$ cat src/rtl/core/ctt_pkg.sv
// ctt_pkg: shared constants, operation codes and controller/datapath types
// for the countdown timer table. No dependencies; compiled first.

package ctt_pkg;

    // default table depth and mask width
    localparam int TIMERS_DEF = 8;
    localparam int MASK_BITS  = 8;

    // configuration port
    localparam int CFG_IDX_W  = 8;
    localparam int CFG_DATA_W = 8;
    localparam logic [CFG_IDX_W-1:0] REG_REPEAT  = 8'd0;
    localparam logic [CFG_IDX_W-1:0] REG_HANDLER = 8'd1;

    // operation codes
    localparam logic [2:0] OP_SET_TENTHS = 3'd0;
    localparam logic [2:0] OP_SET_MST    = 3'd1;
    localparam logic [2:0] OP_START      = 3'd2;
    localparam logic [2:0] OP_STOP       = 3'd3;
    localparam logic [2:0] OP_RELOAD     = 3'd4;
    localparam logic [2:0] OP_CHECK      = 3'd5;
    localparam logic [2:0] OP_TICK       = 3'd6;
    localparam logic [2:0] OP_SERVICE    = 3'd7;

    // datapath actions
    typedef logic [2:0] t_dp_act;
    localparam t_dp_act ACT_NONE    = 3'd0;
    localparam t_dp_act ACT_EXEC    = 3'd1;
    localparam t_dp_act ACT_TICK    = 3'd2;
    localparam t_dp_act ACT_SERVE   = 3'd3;
    localparam t_dp_act ACT_CHK_OUT = 3'd4;

    // cycles the digit pipeline needs before a check result is ready
    localparam logic [2:0] CHK_LAT = 3'd5;

    typedef struct packed {
        logic    capture;
        t_dp_act act;
        logic    sel_inc;
    } t_dp_cmd;

    typedef struct packed {
        logic fire;
        logic sel_last;
        logic out_free;
    } t_dp_sts;

endpackage

$ cat src/rtl/core/ctt_in_if.sv
// ctt_in_if: input channel carrying one timer operation per transaction.
// Standalone; widths follow the operation item fields.

interface ctt_in_if;
    logic        valid;
    logic        ready;
    logic [2:0]  operation;
    logic [7:0]  timer_index;
    logic [15:0] tenths_amount;
    logic [7:0]  minutes;
    logic [7:0]  seconds;

    modport source (output valid, operation, timer_index, tenths_amount, minutes, seconds,
                    input ready);
    modport sink   (input valid, operation, timer_index, tenths_amount, minutes, seconds,
                    output ready);
endinterface

$ cat src/rtl/core/ctt_out_if.sv
// ctt_out_if: result channel, one check report or fired timer per transaction.
// Standalone; widths follow the result item fields.

interface ctt_out_if;
    logic        valid;
    logic        ready;
    logic [2:0]  which_timer;
    logic [15:0] remaining;
    logic        fired;
    logic [3:0]  minute_tens;
    logic [3:0]  minute_ones;
    logic [2:0]  second_tens;
    logic [3:0]  second_ones;
    logic [3:0]  tenth_digit;
    logic        last;

    modport source (output valid, which_timer, remaining, fired, minute_tens, minute_ones,
                    second_tens, second_ones, tenth_digit, last, input ready);
    modport sink   (input valid, which_timer, remaining, fired, minute_tens, minute_ones,
                    second_tens, second_ones, tenth_digit, last, output ready);
endinterface

$ cat src/rtl/core/ctt_cfg_if.sv
// ctt_cfg_if: register write channel (index and data).
// Depends on ctt_pkg for the field widths.

interface ctt_cfg_if;
    logic                           valid;
    logic                           ready;
    logic [ctt_pkg::CFG_IDX_W-1:0]  reg_index;
    logic [ctt_pkg::CFG_DATA_W-1:0] wr_data;

    modport source (output valid, reg_index, wr_data, input ready);
    modport sink   (input valid, reg_index, wr_data, output ready);
endinterface

$ cat src/rtl/core/ctt_ctrl.sv
// ctt_ctrl: operation sequencer for the countdown timer table.
// Drives ctt_dp through ctt_pkg::t_dp_cmd and reads back ctt_pkg::t_dp_sts.

module ctt_ctrl (
    input  logic             i_clk,
    input  logic             i_rst_n,
    input  logic             i_in_valid,
    input  logic [2:0]       i_operation,
    output logic             o_in_ready,
    output ctt_pkg::t_dp_cmd o_cmd,
    input  ctt_pkg::t_dp_sts i_sts
);

    localparam logic [2:0] ST_IDLE  = 3'd0;
    localparam logic [2:0] ST_EXEC  = 3'd1;
    localparam logic [2:0] ST_CHECK = 3'd2;
    localparam logic [2:0] ST_TICK  = 3'd3;
    localparam logic [2:0] ST_SERVE = 3'd4;

    logic [2:0] r_state, n_state;
    logic [2:0] r_wait, n_wait;

    assign o_in_ready = (r_state == ST_IDLE);

    always_comb begin
        n_state       = r_state;
        n_wait        = r_wait;
        o_cmd.capture = 1'b0;
        o_cmd.act     = ctt_pkg::ACT_NONE;
        o_cmd.sel_inc = 1'b0;
        case (r_state)
            ST_IDLE: begin
                if (i_in_valid) begin
                    o_cmd.capture = 1'b1;
                    n_wait        = '0;
                    case (i_operation)
                        ctt_pkg::OP_CHECK:   n_state = ST_CHECK;
                        ctt_pkg::OP_TICK:    n_state = ST_TICK;
                        ctt_pkg::OP_SERVICE: n_state = ST_SERVE;
                        default:             n_state = ST_EXEC;
                    endcase
                end
            end
            ST_EXEC: begin
                o_cmd.act = ctt_pkg::ACT_EXEC;
                n_state   = ST_IDLE;
            end
            ST_CHECK: begin
                // wait for the digit pipeline to settle, then hand over the report
                if (r_wait == ctt_pkg::CHK_LAT) begin
                    if (i_sts.out_free) begin
                        o_cmd.act = ctt_pkg::ACT_CHK_OUT;
                        n_state   = ST_IDLE;
                    end
                end else begin
                    n_wait = r_wait + 3'd1;
                end
            end
            ST_TICK: begin
                o_cmd.act     = ctt_pkg::ACT_TICK;
                o_cmd.sel_inc = 1'b1;
                if (i_sts.sel_last) begin
                    n_state = ST_IDLE;
                end
            end
            ST_SERVE: begin
                // a firing timer holds the sweep until the result register is free
                if (!i_sts.fire || i_sts.out_free) begin
                    o_cmd.act     = i_sts.fire ? ctt_pkg::ACT_SERVE : ctt_pkg::ACT_NONE;
                    o_cmd.sel_inc = 1'b1;
                    if (i_sts.sel_last) begin
                        n_state = ST_IDLE;
                    end
                end
            end
            default: begin
                n_state = ST_IDLE;
            end
        endcase
    end

    always_ff @(posedge i_clk) begin
        if (!i_rst_n) begin
            r_state <= ST_IDLE;
            r_wait  <= '0;
        end else begin
            r_state <= n_state;
            r_wait  <= n_wait;
        end
    end

endmodule

$ cat src/rtl/core/ctt_dp.sv
// ctt_dp: timer table storage, shared decrement/reload path, digit pipeline
// and result register. Depends on ctt_pkg and ctt_out_if.

module ctt_dp #(
    parameter int TIMERS = ctt_pkg::TIMERS_DEF
) (
    input  logic                           i_clk,
    input  logic                           i_rst_n,
    input  ctt_pkg::t_dp_cmd               i_cmd,
    output ctt_pkg::t_dp_sts               o_sts,
    input  logic [2:0]                     i_operation,
    input  logic [7:0]                     i_timer_index,
    input  logic [15:0]                    i_tenths_amount,
    input  logic [7:0]                     i_minutes,
    input  logic [7:0]                     i_seconds,
    input  logic                           i_cfg_we,
    input  logic [ctt_pkg::CFG_IDX_W-1:0]  i_cfg_idx,
    input  logic [ctt_pkg::CFG_DATA_W-1:0] i_cfg_data,
    ctt_out_if.source                      o_out
);

    localparam int IW = (TIMERS > 1) ? $clog2(TIMERS) : 1;

    // captured item
    logic [2:0]  r_op;
    logic [7:0]  r_idx;
    logic        r_ok;
    logic [15:0] r_amt;
    logic [17:0] r_mv;

    // table state
    logic [IW-1:0]                   r_sel;
    logic [15:0]                     r_cnt [TIMERS];
    logic [15:0]                     r_rld [TIMERS];
    logic [TIMERS-1:0]               r_run;
    logic [TIMERS-1:0]               r_exp;
    logic [ctt_pkg::CFG_DATA_W-1:0]  r_repeat;
    logic [ctt_pkg::CFG_DATA_W-1:0]  r_handler;

    // digit pipeline
    logic [15:0] r_val;
    logic [6:0]  r_mins;
    logic [9:0]  r_rem;
    logic [3:0]  r_mt;
    logic [5:0]  r_secs;
    logic [3:0]  r_mo;
    logic [2:0]  r_st;
    logic [3:0]  r_td;

    // result register
    logic        r_o_valid;
    logic [2:0]  r_o_which;
    logic [15:0] r_o_rem;
    logic        r_o_fired;
    logic [3:0]  r_o_mt;
    logic [3:0]  r_o_mo;
    logic [2:0]  r_o_st;
    logic [3:0]  r_o_so;
    logic [3:0]  r_o_td;
    logic        r_o_last;

    logic [IW-1:0]     addr;
    logic [15:0]       cur_cnt;
    logic [15:0]       cur_rld;
    logic [TIMERS-1:0] hnd_ext;
    logic [TIMERS-1:0] rep_ext;
    logic [TIMERS-1:0] fire_vec;
    logic [TIMERS-1:0] above;
    logic              fire_now;
    logic              later;
    logic              out_free;
    logic [7:0]        sel8;
    logic [22:0]       mst_prod;
    logic [32:0]       mins_prod;
    logic [15:0]       rem_full;
    logic [14:0]       mt_prod;
    logic [16:0]       secs_prod;
    logic [6:0]        mo_full;
    logic [9:0]        st_prod;
    logic [9:0]        td_full;
    logic [5:0]        so_full;
    logic              load_out;

    // one access port into the table: the sweep counter or the captured index
    assign addr    = (r_op == ctt_pkg::OP_TICK || r_op == ctt_pkg::OP_SERVICE) ?
                     r_sel : r_idx[IW-1:0];
    assign cur_cnt = r_cnt[addr];
    assign cur_rld = r_rld[addr];

    always_comb begin
        for (int j = 0; j < TIMERS; j++) begin
            hnd_ext[j] = (j < ctt_pkg::MASK_BITS) ? r_handler[j % ctt_pkg::MASK_BITS] : 1'b0;
            rep_ext[j] = (j < ctt_pkg::MASK_BITS) ? r_repeat[j % ctt_pkg::MASK_BITS] : 1'b0;
            above[j]   = (j > int'(r_sel));
        end
    end

    assign fire_vec = r_run & r_exp & hnd_ext;
    assign fire_now = fire_vec[r_sel];
    assign later    = |(fire_vec & above);
    assign out_free = !r_o_valid || o_out.ready;
    assign sel8     = 8'(r_sel);

    assign o_sts.fire     = fire_now;
    assign o_sts.sel_last = (r_sel == IW'(TIMERS - 1));
    assign o_sts.out_free = out_free;

    assign mst_prod  = {7'd0, r_mv[15:0]} * 23'd100;
    // val / 600 as a reciprocal multiply, exact for 16-bit values
    assign mins_prod = {17'd0, r_val} * 33'd111849;
    assign rem_full  = r_val - ({9'd0, r_mins} * 16'd600);
    assign mt_prod   = {8'd0, r_mins} * 15'd205;
    assign secs_prod = {7'd0, r_rem} * 17'd205;
    assign mo_full   = r_mins - ({3'd0, r_mt} * 7'd10);
    assign st_prod   = {4'd0, r_secs} * 10'd13;
    assign td_full   = r_rem - ({4'd0, r_secs} * 10'd10);
    assign so_full   = r_secs - ({3'd0, r_st} * 6'd10);

    assign load_out = (i_cmd.act == ctt_pkg::ACT_SERVE) || (i_cmd.act == ctt_pkg::ACT_CHK_OUT);

    always_ff @(posedge i_clk) begin
        if (!i_rst_n) begin
            r_sel     <= '0;
            r_run     <= '0;
            r_exp     <= '0;
            r_repeat  <= '0;
            r_handler <= '0;
            r_o_valid <= 1'b0;
            for (int j = 0; j < TIMERS; j++) begin
                r_cnt[j] <= '0;
                r_rld[j] <= '0;
            end
        end else begin
            if (i_cfg_we) begin
                if (i_cfg_idx == ctt_pkg::REG_REPEAT) begin
                    r_repeat <= i_cfg_data;
                end else if (i_cfg_idx == ctt_pkg::REG_HANDLER) begin
                    r_handler <= i_cfg_data;
                end
            end

            case (i_cmd.act)
                ctt_pkg::ACT_EXEC: begin
                    if (r_ok) begin
                        case (r_op)
                            ctt_pkg::OP_SET_TENTHS: begin
                                r_cnt[addr] <= r_amt;
                                r_rld[addr] <= r_amt;
                            end
                            ctt_pkg::OP_SET_MST: begin
                                r_cnt[addr] <= mst_prod[15:0];
                                r_rld[addr] <= mst_prod[15:0];
                            end
                            ctt_pkg::OP_START:  r_run[addr] <= 1'b1;
                            ctt_pkg::OP_STOP:   r_run[addr] <= 1'b0;
                            ctt_pkg::OP_RELOAD: r_cnt[addr] <= cur_rld;
                            default: ;
                        endcase
                    end
                end
                ctt_pkg::ACT_TICK: begin
                    if (r_run[addr] && cur_cnt != 16'd0) begin
                        r_cnt[addr] <= cur_cnt - 16'd1;
                        if (cur_cnt == 16'd1) begin
                            r_exp[addr] <= 1'b1;
                        end
                    end
                end
                ctt_pkg::ACT_SERVE: begin
                    r_cnt[addr] <= cur_rld;
                    r_exp[addr] <= 1'b0;
                    r_run[addr] <= rep_ext[r_sel];
                end
                default: ;
            endcase

            if (i_cmd.capture) begin
                r_sel <= '0;
            end else if (i_cmd.sel_inc) begin
                r_sel <= r_sel + 1'b1;
            end

            if (load_out) begin
                r_o_valid <= 1'b1;
            end else if (o_out.ready) begin
                r_o_valid <= 1'b0;
            end
        end
    end

    always_ff @(posedge i_clk) begin
        if (i_cmd.capture) begin
            r_op  <= i_operation;
            r_idx <= i_timer_index;
            r_ok  <= (i_timer_index < 8'(TIMERS));
            r_amt <= i_tenths_amount;
            r_mv  <= ({10'd0, i_minutes} * 18'd600) + ({10'd0, i_seconds} * 18'd10)
                     + {10'd0, i_tenths_amount[7:0]};
        end

        // free-running digit split, settles while the check waits
        r_val  <= r_ok ? cur_cnt : 16'd0;
        r_mins <= mins_prod[32:26];
        r_rem  <= rem_full[9:0];
        r_mt   <= mt_prod[14:11];
        r_secs <= secs_prod[16:11];
        r_mo   <= mo_full[3:0];
        r_st   <= st_prod[9:7];
        r_td   <= td_full[3:0];

        if (i_cmd.act == ctt_pkg::ACT_CHK_OUT) begin
            r_o_which <= r_ok ? r_idx[2:0] : 3'd0;
            r_o_rem   <= r_val;
            r_o_fired <= 1'b0;
            r_o_mt    <= r_mt;
            r_o_mo    <= r_mo;
            r_o_st    <= r_st;
            r_o_so    <= so_full[3:0];
            r_o_td    <= r_td;
            r_o_last  <= 1'b1;
        end else if (i_cmd.act == ctt_pkg::ACT_SERVE) begin
            r_o_which <= sel8[2:0];
            r_o_rem   <= '0;
            r_o_fired <= 1'b1;
            r_o_mt    <= '0;
            r_o_mo    <= '0;
            r_o_st    <= '0;
            r_o_so    <= '0;
            r_o_td    <= '0;
            r_o_last  <= !later;
        end
    end

    assign o_out.valid       = r_o_valid;
    assign o_out.which_timer = r_o_which;
    assign o_out.remaining   = r_o_rem;
    assign o_out.fired       = r_o_fired;
    assign o_out.minute_tens = r_o_mt;
    assign o_out.minute_ones = r_o_mo;
    assign o_out.second_tens = r_o_st;
    assign o_out.second_ones = r_o_so;
    assign o_out.tenth_digit = r_o_td;
    assign o_out.last        = r_o_last;

endmodule

$ cat src/rtl/core/countdown_timer_table_top.sv
// countdown_timer_table_top: table of countdown timers with check and service reports.
// Depends on ctt_pkg, ctt_in_if, ctt_out_if, ctt_cfg_if, ctt_ctrl and ctt_dp.
//
//   port    direction  carries
//   i_in    sink       operation, timer_index, tenths_amount, minutes, seconds
//   o_out   source     which_timer, remaining, fired, digits, last
//   i_cfg   sink       reg_index, wr_data (0 repeat_mask, 1 handler_mask)
//
// set_tenths, set_mst, start, stop and reload pass through the execute state; check
// waits for the five-stage digit split ahead of the result register; tick and service
// step one timer entry a cycle through the shared update path, service pausing on a
// firing timer while the result register is full. A new transaction is taken once the
// previous one is finished; a waiting result does not block it.
// Synchronous active-low reset clears every timer and both masks.
// A stalled result register holds a check, or holds the service sweep on a firing timer.

module countdown_timer_table_top #(
    parameter int TIMERS = ctt_pkg::TIMERS_DEF
) (
    input  logic      i_clk,
    input  logic      i_rst_n,
    ctt_in_if.sink    i_in,
    ctt_out_if.source o_out,
    ctt_cfg_if.sink   i_cfg
);

    ctt_pkg::t_dp_cmd cmd;
    ctt_pkg::t_dp_sts sts;
    logic             in_ready;

    assign i_in.ready  = in_ready;
    assign i_cfg.ready = 1'b1;

    ctt_ctrl u_ctrl (
        .i_clk       (i_clk),
        .i_rst_n     (i_rst_n),
        .i_in_valid  (i_in.valid),
        .i_operation (i_in.operation),
        .o_in_ready  (in_ready),
        .o_cmd       (cmd),
        .i_sts       (sts)
    );

    ctt_dp #(
        .TIMERS (TIMERS)
    ) u_dp (
        .i_clk           (i_clk),
        .i_rst_n         (i_rst_n),
        .i_cmd           (cmd),
        .o_sts           (sts),
        .i_operation     (i_in.operation),
        .i_timer_index   (i_in.timer_index),
        .i_tenths_amount (i_in.tenths_amount),
        .i_minutes       (i_in.minutes),
        .i_seconds       (i_in.seconds),
        .i_cfg_we        (i_cfg.valid),
        .i_cfg_idx       (i_cfg.reg_index),
        .i_cfg_data      (i_cfg.wr_data),
        .o_out           (o_out)
    );

endmodule

$ cat src/flat_wrapper.sv
// flat-port wrapper written by rule: the top's interface ports become plain ports
module countdown_timer_table_top_flat 
#(
    parameter int TIMERS = ctt_pkg::TIMERS_DEF
)
  (i_clk, i_rst_n, i_in_valid, i_in_operation, i_in_timer_index, i_in_tenths_amount, i_in_minutes, i_in_seconds, i_in_ready, o_out_valid, o_out_which_timer, o_out_remaining, o_out_fired, o_out_minute_tens, o_out_minute_ones, o_out_second_tens, o_out_second_ones, o_out_tenth_digit, o_out_last, o_out_ready, i_cfg_valid, i_cfg_reg_index, i_cfg_wr_data, i_cfg_ready);
  ctt_in_if i_in_i ();
  ctt_out_if o_out_i ();
  ctt_cfg_if i_cfg_i ();
  input  logic i_clk;
  input  logic i_rst_n;
  input wire logic [$bits(i_in_i.valid)-1:0] i_in_valid;
  input wire logic [$bits(i_in_i.operation)-1:0] i_in_operation;
  input wire logic [$bits(i_in_i.timer_index)-1:0] i_in_timer_index;
  input wire logic [$bits(i_in_i.tenths_amount)-1:0] i_in_tenths_amount;
  input wire logic [$bits(i_in_i.minutes)-1:0] i_in_minutes;
  input wire logic [$bits(i_in_i.seconds)-1:0] i_in_seconds;
  output wire logic [$bits(i_in_i.ready)-1:0] i_in_ready;
  output wire logic [$bits(o_out_i.valid)-1:0] o_out_valid;
  output wire logic [$bits(o_out_i.which_timer)-1:0] o_out_which_timer;
  output wire logic [$bits(o_out_i.remaining)-1:0] o_out_remaining;
  output wire logic [$bits(o_out_i.fired)-1:0] o_out_fired;
  output wire logic [$bits(o_out_i.minute_tens)-1:0] o_out_minute_tens;
  output wire logic [$bits(o_out_i.minute_ones)-1:0] o_out_minute_ones;
  output wire logic [$bits(o_out_i.second_tens)-1:0] o_out_second_tens;
  output wire logic [$bits(o_out_i.second_ones)-1:0] o_out_second_ones;
  output wire logic [$bits(o_out_i.tenth_digit)-1:0] o_out_tenth_digit;
  output wire logic [$bits(o_out_i.last)-1:0] o_out_last;
  input wire logic [$bits(o_out_i.ready)-1:0] o_out_ready;
  input wire logic [$bits(i_cfg_i.valid)-1:0] i_cfg_valid;
  input wire logic [$bits(i_cfg_i.reg_index)-1:0] i_cfg_reg_index;
  input wire logic [$bits(i_cfg_i.wr_data)-1:0] i_cfg_wr_data;
  output wire logic [$bits(i_cfg_i.ready)-1:0] i_cfg_ready;
  assign i_in_i.valid = i_in_valid;
  assign i_in_i.operation = i_in_operation;
  assign i_in_i.timer_index = i_in_timer_index;
  assign i_in_i.tenths_amount = i_in_tenths_amount;
  assign i_in_i.minutes = i_in_minutes;
  assign i_in_i.seconds = i_in_seconds;
  assign i_in_ready = i_in_i.ready;
  assign o_out_valid = o_out_i.valid;
  assign o_out_which_timer = o_out_i.which_timer;
  assign o_out_remaining = o_out_i.remaining;
  assign o_out_fired = o_out_i.fired;
  assign o_out_minute_tens = o_out_i.minute_tens;
  assign o_out_minute_ones = o_out_i.minute_ones;
  assign o_out_second_tens = o_out_i.second_tens;
  assign o_out_second_ones = o_out_i.second_ones;
  assign o_out_tenth_digit = o_out_i.tenth_digit;
  assign o_out_last = o_out_i.last;
  assign o_out_i.ready = o_out_ready;
  assign i_cfg_i.valid = i_cfg_valid;
  assign i_cfg_i.reg_index = i_cfg_reg_index;
  assign i_cfg_i.wr_data = i_cfg_wr_data;
  assign i_cfg_ready = i_cfg_i.ready;
  countdown_timer_table_top #(.TIMERS(TIMERS)) u_core (.i_clk(i_clk), .i_rst_n(i_rst_n), .i_in(i_in_i), .o_out(o_out_i), .i_cfg(i_cfg_i));
endmodule
$ cat config.mk
export PLATFORM = sky130hd
export DESIGN_NAME = countdown_timer_table_top_flat
export DESIGN_NICKNAME = d
export VERILOG_FILES = /design/src/rtl/core/ctt_pkg.sv /design/src/rtl/core/ctt_in_if.sv /design/src/rtl/core/ctt_out_if.sv /design/src/rtl/core/ctt_cfg_if.sv /design/src/rtl/core/ctt_ctrl.sv /design/src/rtl/core/ctt_dp.sv /design/src/rtl/core/countdown_timer_table_top.sv /design/src/flat_wrapper.sv
export SDC_FILE = /design/constraint.sdc
export NUM_CORES = 1
export LEC_CHECK = 0
export BUFFER_PORTS_ARGS = -buffer_cell sky130_fd_sc_hd__buf_4
export CORE_MARGIN = 2
export CORE_UTILIZATION = 40
export CTS_CLUSTER_SIZE = 28
export DETAILED_ROUTE_END_ITERATION = 8
export PLACE_DENSITY_LB_ADDON = 0.3
export SYNTH_ARGS = -nofsm -noshare
export SYNTH_HDL_FRONTEND = slang
export SYNTH_SLANG_ARGS = --single-unit
export TNS_END_PERCENT = 1
$ cat constraint.sdc
create_clock -name i_clk -period 8.7 [get_ports i_clk]
set_input_delay 0.435 -clock i_clk [delete_from_list [all_inputs] [get_ports i_clk]]
set_output_delay 0.435 -clock i_clk [all_outputs]
set_load 0.05 [all_outputs]
==> results of run 1 <==
## worst max-delay path by stage
stage,slack (ns),cells after the start,from,end
2_1_floorplan,3.54,21,u_core.u_dp.r_val[5],u_core.u_dp.r_mins[2]
3_3_place_gp,2.65,10,u_core.u_dp.r_op[2],u_core.u_dp.r_cnt[4][9]
3_5_place_dp,2.31,10,u_core.u_dp.r_op[2],u_core.u_dp.r_cnt[4][13]
4_1_cts,2.31,10,u_core.u_dp.r_op[2],u_core.u_dp.r_cnt[4][1]
5_1_grt,1.92,10,u_core.u_dp.r_op[1],u_core.u_dp.r_cnt[4][2]
6_report,2.26,10,u_core.u_dp.r_op[2],u_core.u_dp.r_cnt[4][2]
## registers in the layout, indices dropped and copies added (netlist names), 7 cells and up, named ones only
signal                       cells
u_core.u_dp.hnd_ext              8
u_core.u_dp.o_out.remaining     16
u_core.u_dp.r_amt               16
u_core.u_dp.r_cnt              128
u_core.u_dp.r_mins               7
u_core.u_dp.r_mv                13
u_core.u_dp.r_rem               10
u_core.u_dp.r_repeat             8
u_core.u_dp.r_rld              128
u_core.u_dp.r_val               16
## per-stage QoR
| stage | worst slack [ns] | hold slack [ns] | instances |
|---|---|---|---|
| global route | 1.92 | 0.0176 | 3697 |
| floorplan | 3.54 | 0.372 | 2603 |
| detailed placement | 2.31 | 0.415 | 3599 |
| finish | 2.26 | 0.0339 | 3697 |
| CTS | 2.31 | 0.00251 | 3697 |
| global placement | 2.65 | 0.422 | 3599 |
## layout make-up
type / count / area [um2] / area share, %
Tap cell: 940 / 1180 / 3.67
Sequential cell: 428 / 11900 / 37.1
Clock buffer: 65 / 1380 / 4.32
Inverter: 357 / 1340 / 4.19
Timing Repair Buffer: 154 / 1180 / 3.70
Multi-Input combinational cell: 1731 / 14900 / 46.4
Clock inverter: 22 / 209 / 0.653
## timing repair
action	4_1_cts	5_1_grt
hold endpoints to repair	11	0
endpoints found under the setup margin	0	0
hold buffers	11	0
## routing by layer
metal	vias up	track usage [%]	share of wire [%]
met5	-	0	0
met4	0	5.74	2.3
met3	110	3.46	6.8
met2	724	35.3	49
met1	9809	26.8	42
li1	9330	-	-
## report_power, final
group | total (uW) | switching (uW) | leakage (uW) | internal [uW]
Clock | 2040 | 864 | 0.000786 | 1180
Sequential | 2660 | 202 | 0.00418 | 2450
Combinational | 5640 | 3160 | 0.00937 | 2470
Total | 10300 | 4230 | 0.0143 | 6100
## worst reg2reg max path: stages, from the launching register on
cell	delay [ns]
edfxtp_1	0.90
and2_1	0.49
o21a_1	0.93
a21oi_1	0.15
nor4_2	0.59
nand3_2	0.25
nor4_4	0.58
a41oi_4	0.30
buf_4	0.34
o21ai_2	0.74
nand2_1	0.72
## cell families (layout without fill, tap and decap cells)
group                      Yosys count  count (layout)  synth area share, %
xor gates and xnor gates            90              90                 2.77
adders and majority gates          488             488                 25.5
and+or+nand+nor                    634             634                 10.4
DFF                                428             428                 41.8
buffers and inverters              444             598                 6.11
AOI/OAI and AO/OA                  454             454                 11.0
other                                1               1               0.0132
muxes                               64              64                 2.46
## cell usage in the layout, fill, tap and decap left out, types with 15 or more instances in the layout
cell type,Yosys,routed
fa_1,151,151
nor3_1,34,34
ha_1,337,337
mux2i_1,53,53
a211oi_1,29,29
nand2_1,134,133
xor2_1,17,17
a21o_1,23,23
inv_1,357,357
edfxtp_1,330,330
nand4_1,22,22
a22oi_1,48,48
nor2_1,288,284
a21oi_1,149,149
nand3_1,34,34
o21ai_0,46,46
a22o_1,15,15
clkbuf_16,0,50
dfxtp_1,98,98
buf_4,3,143
xnor2_1,73,73
and2_1,30,29
==> flow_summary.ini, run 1 <==
[critical_path]
crit_path_end_kind = flop
worstPathCellList = and2_1, o21a_1, a21oi_1, nor4_2, nand3_2, nor4_4, a41oi_4, buf_4, o21ai_2, nand2_1
r2r_start = u_core.u_dp.r_op[2]
slowest_delay_ns = 0.93
rrSetupSlack_ns = 2.26
cp-start-kind = flop
required_ns = 8.84
reg2reg_depth = 10
crit_family = simple AND/OR/NAND/NOR gates
crit-reg2reg-capture = u_core.u_dp.r_cnt[4][2]
crit_type = flop to flop
path_max_fanout = 26
cp_num_buf_inv = 1
crit_slowest_cell = o21a_1
critical_path_arrival_ns = 6.58

[synth]
synth_cell_types = 88
synthTopCellsByCount = 357 x inv_1, 337 x ha_1, 330 x edfxtp_1
synth_edf_count = 330
synth_ff_type = edfxtp_1
syn-cell-area_um2 = 28400
netlist_instances = 2603
async_flop_share_pct = 0
yosysTopAreaCellShare_pct = 34.9
syn_area_per_cell_um2 = 10.9
synth-seq-cells = 428
synth_largest_area_cell = edfxtp_1
syn_nets = 3155
synthMostInstantiatedCell = inv_1
synth_warnings = 0
yosysSeqAreaShare_pct = 41.8
netlist_top_cells_area = edfxtp_1 35%, ha_1 15%, fa_1 11%

[pwr]
power_density_nw_per_um2 = 323
ir_drop_uv = 327
power_leakage_uw = 0.0143
p_total_uw = 10300

[sta]
timing.fmax_ghz = 0.155
final-setup-viol-count = 0
rsz0062_at_grt = no
slew_viol_final = 0
fin_crit_ns = 6.44
worst_pin_slew_ns = 1.09
fin_skew_ns = 0.0269
layout_worst_path_cycle_share_pct = 74.1
hold_viol = 0
slew_headroom_pct = 25.1
setup_tns_ns = 0

[detailed_routing]
final_antenna_net_count = 0
via_per_inst = 5.40
drcViolationCount = 0
drt-initial-drc-count = 1860
vias = 19973
detail_route.wl_per_cell_um = 20.2
drt-pass1-iter-count = 5
wl_um = 74800

[die]
ios = 107
die_height_um = 271
num_rows = 97
start_util_pct = 40.5
dieArea_um2 = 73200
core_area_um2 = 70100
die_w_um = 271

[finish]
finalInstanceArea_um2 = 32000
final_layout_size_suffix_gt1_share_pct = 10.9
final_core_util_pct = 45.6
syn2layout_area_growth_pct = 12.6
nets = 3271
n_fill_cell = 6550
n_antenna_cell = 0

[placement]
gp_congestion = 0.932
place_hpwl_um = 56000
place_area_um2 = 30300
numPortBuffers = 105

[clocking]
cts_sinks = 428
clock_latency_ns = 0.60
ctsResizeCount = 0
clockBufferDepth = 3
cts_tree = built
cts_root_buf = clkbuf_16
cts_setup_buffers = 0
clk_pin_slew_ns = 0.06
cts_htree_levels = 2
cts_made_buffers = 47

[run_status]
status = finished clean

[hold_path]
min_path_type = input pin to flop
min_from = i_in_tenths_amount[1]
whs_endpoint = u_core.u_dp.r_amt[1]
min_path_cells = 1

[global_route]
antenna_found_initial = 1
gr-total-overflow = 0
grt_max_degree = 39
grt_pass1_vias = 20659
grt_usage_pct = 20.6
grt_pass1_wl_um = 118000

[run]
drv_cap = 0
No activity file was read; power rests on OpenSTA's default activity.
==> run 2: changes to the inputs <==
==> constraint.sdc (replaced) <==
create_clock -name i_clk -period 6.53 [get_ports i_clk]
set_input_delay 0.3265 -clock i_clk [delete_from_list [all_inputs] [get_ports i_clk]]
set_output_delay 0.3265 -clock i_clk [all_outputs]
set_load 0.05 [all_outputs]
==> flow_summary.ini, run 2 (synthesis gave the netlist of run 1 again) <==
[critical_path]
crit_path_end_kind = flop
cp-start-kind = flop
worstPathCellList = inv_1, ha_1, inv_1, fa_1, inv_1, fa_1, inv_1, fa_1, fa_1, inv_1, fa_1, inv_1, ha_1, a21o_1, a211oi_1, o41ai_1, or2_2, a31oi_1, nor2b_1, nor3_1, nor2_1
crit-reg2reg-capture = u_core.u_dp.r_mins[2]
crit_type = flop to flop
slowest_delay_ns = 0.56
r2r_start = u_core.u_dp.r_val[5]
required_ns = 7.02
cpMostUsedCell = inv_1
path_max_fanout = 8
rrSetupSlack_ns = 0.70
reg2reg_depth = 21
critical_path_arrival_ns = 6.32
crit_slowest_cell = dfxtp_1

[placement]
gp_congestion = 0.894
dp_slack_ns = 0.713
numPortBuffers = 105
place_hpwl_um = 56500
place_area_um2 = 30500

[sta]
slew_viol_final = 0
worst_pin_slew_ns = 1.15
timing.fmax_ghz = 0.172
setup_tns_ns = 0
layout_worst_path_cycle_share_pct = 89.3
fin_crit_ns = 5.83
hold_ws_ns = 0.0465
fin_skew_ns = 0.0239
fin_ws_ns = 0.699
hold_viol = 0
rsz0062_at_grt = no
slew_headroom_pct = 22.6
final-setup-viol-count = 0

[die]
dieArea_um2 = 73200
core_area_um2 = 70100
die_height_um = 271
num_rows = 97
die_w_um = 271
ios = 107
start_util_pct = 40.5

[clocking]
clockBufferDepth = 3
cts_tree = built
cts_made_buffers = 48
ctsResizeCount = 0
clock_latency_ns = 0.61
cts_root_buf = clkbuf_16
clk_pin_slew_ns = 0.06
holdBufCountCts = 30
cts_setup_buffers = 0
cts_htree_levels = 2
cts_sinks = 428

[finish]
syn2layout_area_growth_pct = 14.3
final_layout_size_suffix_gt1_share_pct = 11.8
mostFrequentLayoutCells = 357 x inv_1, 337 x ha_1, 330 x edfxtp_1, 283 x nor2_1, 172 x buf_4
nets = 3320
seq_area_um2 = 11900
finalInstanceArea_um2 = 32500
top_regs = u_core.u_dp.r_cnt (128), u_core.u_dp.r_rld (128)
n_fill_cell = 6543
multi_input_area_um2 = 14900
n_antenna_cell = 0
final_common_cell = inv_1
final_core_util_pct = 46.3

[hold_path]
min_from = i_in_seconds[0]
min_path_type = input pin to flop
whs_endpoint = u_core.u_dp.r_mv[1]
min_path_cells = 2

[detailed_routing]
wl_met2_um = 38100
final_antenna_net_count = 0
via_per_inst = 5.39
drcViolationCount = 0
detail_route.wl_per_cell_um = 20.5
wl_um = 76900
drt-initial-drc-count = 1738
drt-pass1-iter-count = 5
drt-met1-wl_um = 31900
wl_met3_um = 4400
maxUsedRoutingLayer = met4
vias = 20206

[run]
drv_cap = 0

[pwr]
power_density_nw_per_um2 = 433
ir_drop_uv = 331
power_leakage_uw = 0.0146

[global_route]
grt_max_degree = 39
grt_pass1_vias = 21054
grt_usage_pct = 21.1
gr-total-overflow = 0
grt_pass1_wl_um = 120000
antenna_found_initial = 1

[run_status]
status = finished clean
run 2: cell types whose count changed in the layout (fill, tap and decap cells not counted), sizes merged:
cell	change
buf	+29
dlygate4sd3	+19
bufinv	+3
clkbuf	-3
clkinv	+2
inv	-2
clkinvlp	+1
run 2: critical path: cells and delay by family, from the launching register on:
kind / cells / cell delay (ns)
flops: 1 / 0.56
fa+ha+maj: 7 / 3.09
compound gates: 4 / 1.02
simple gates: 4 / 0.64
buf+inv: 6 / 0.42
run 2: worst max-delay path by stage:
stage                                    start                    end  depth (start not counted)
after floorplan           u_core.u_dp.r_val[5]  u_core.u_dp.r_mins[2]                         21
after global placement    u_core.u_dp.r_val[5]  u_core.u_dp.r_mins[2]                         21
after detailed placement  u_core.u_dp.r_val[7]  u_core.u_dp.r_mins[6]                         17
after CTS                 u_core.u_dp.r_val[5]  u_core.u_dp.r_mins[2]                         21
after global routing      u_core.u_dp.r_val[5]  u_core.u_dp.r_mins[4]                         21
final                     u_core.u_dp.r_val[5]  u_core.u_dp.r_mins[2]                         21
run 2: metal layers:
layer,vias up,track usage (%)
met3,151,2.44
met4,0,7.44
met5,-,0
met2,693,37.2
met1,9948,26.7
li1,9414,-
run 2: power breakdown:
part           internal (uW)  switching, uW  total [uW]
logic                   3350           4370        7710
clock network           1680           1170        2850
registers               3270            248        3510
total                   8300           5780       14100
run 2: through the flow:
step           total power (uW)  std cells
6_report                  14100       3746
3_3_place_gp              11000       3628
3_5_place_dp              11300       3628
4_1_cts                   14200       3746
2_1_floorplan              9300       2603
5_1_grt                   15500       3746
run 2: layout make-up:
type / instances / share of cell area [%]
clock buffers: 62 / 4.21
clock inverters: 26 / 0.912
inverters: 357 / 4.12
multi-input cells: 1731 / 45.7
flip-flops and latches: 428 / 36.5
well taps: 940 / 3.62
repair buffers: 202 / 4.90
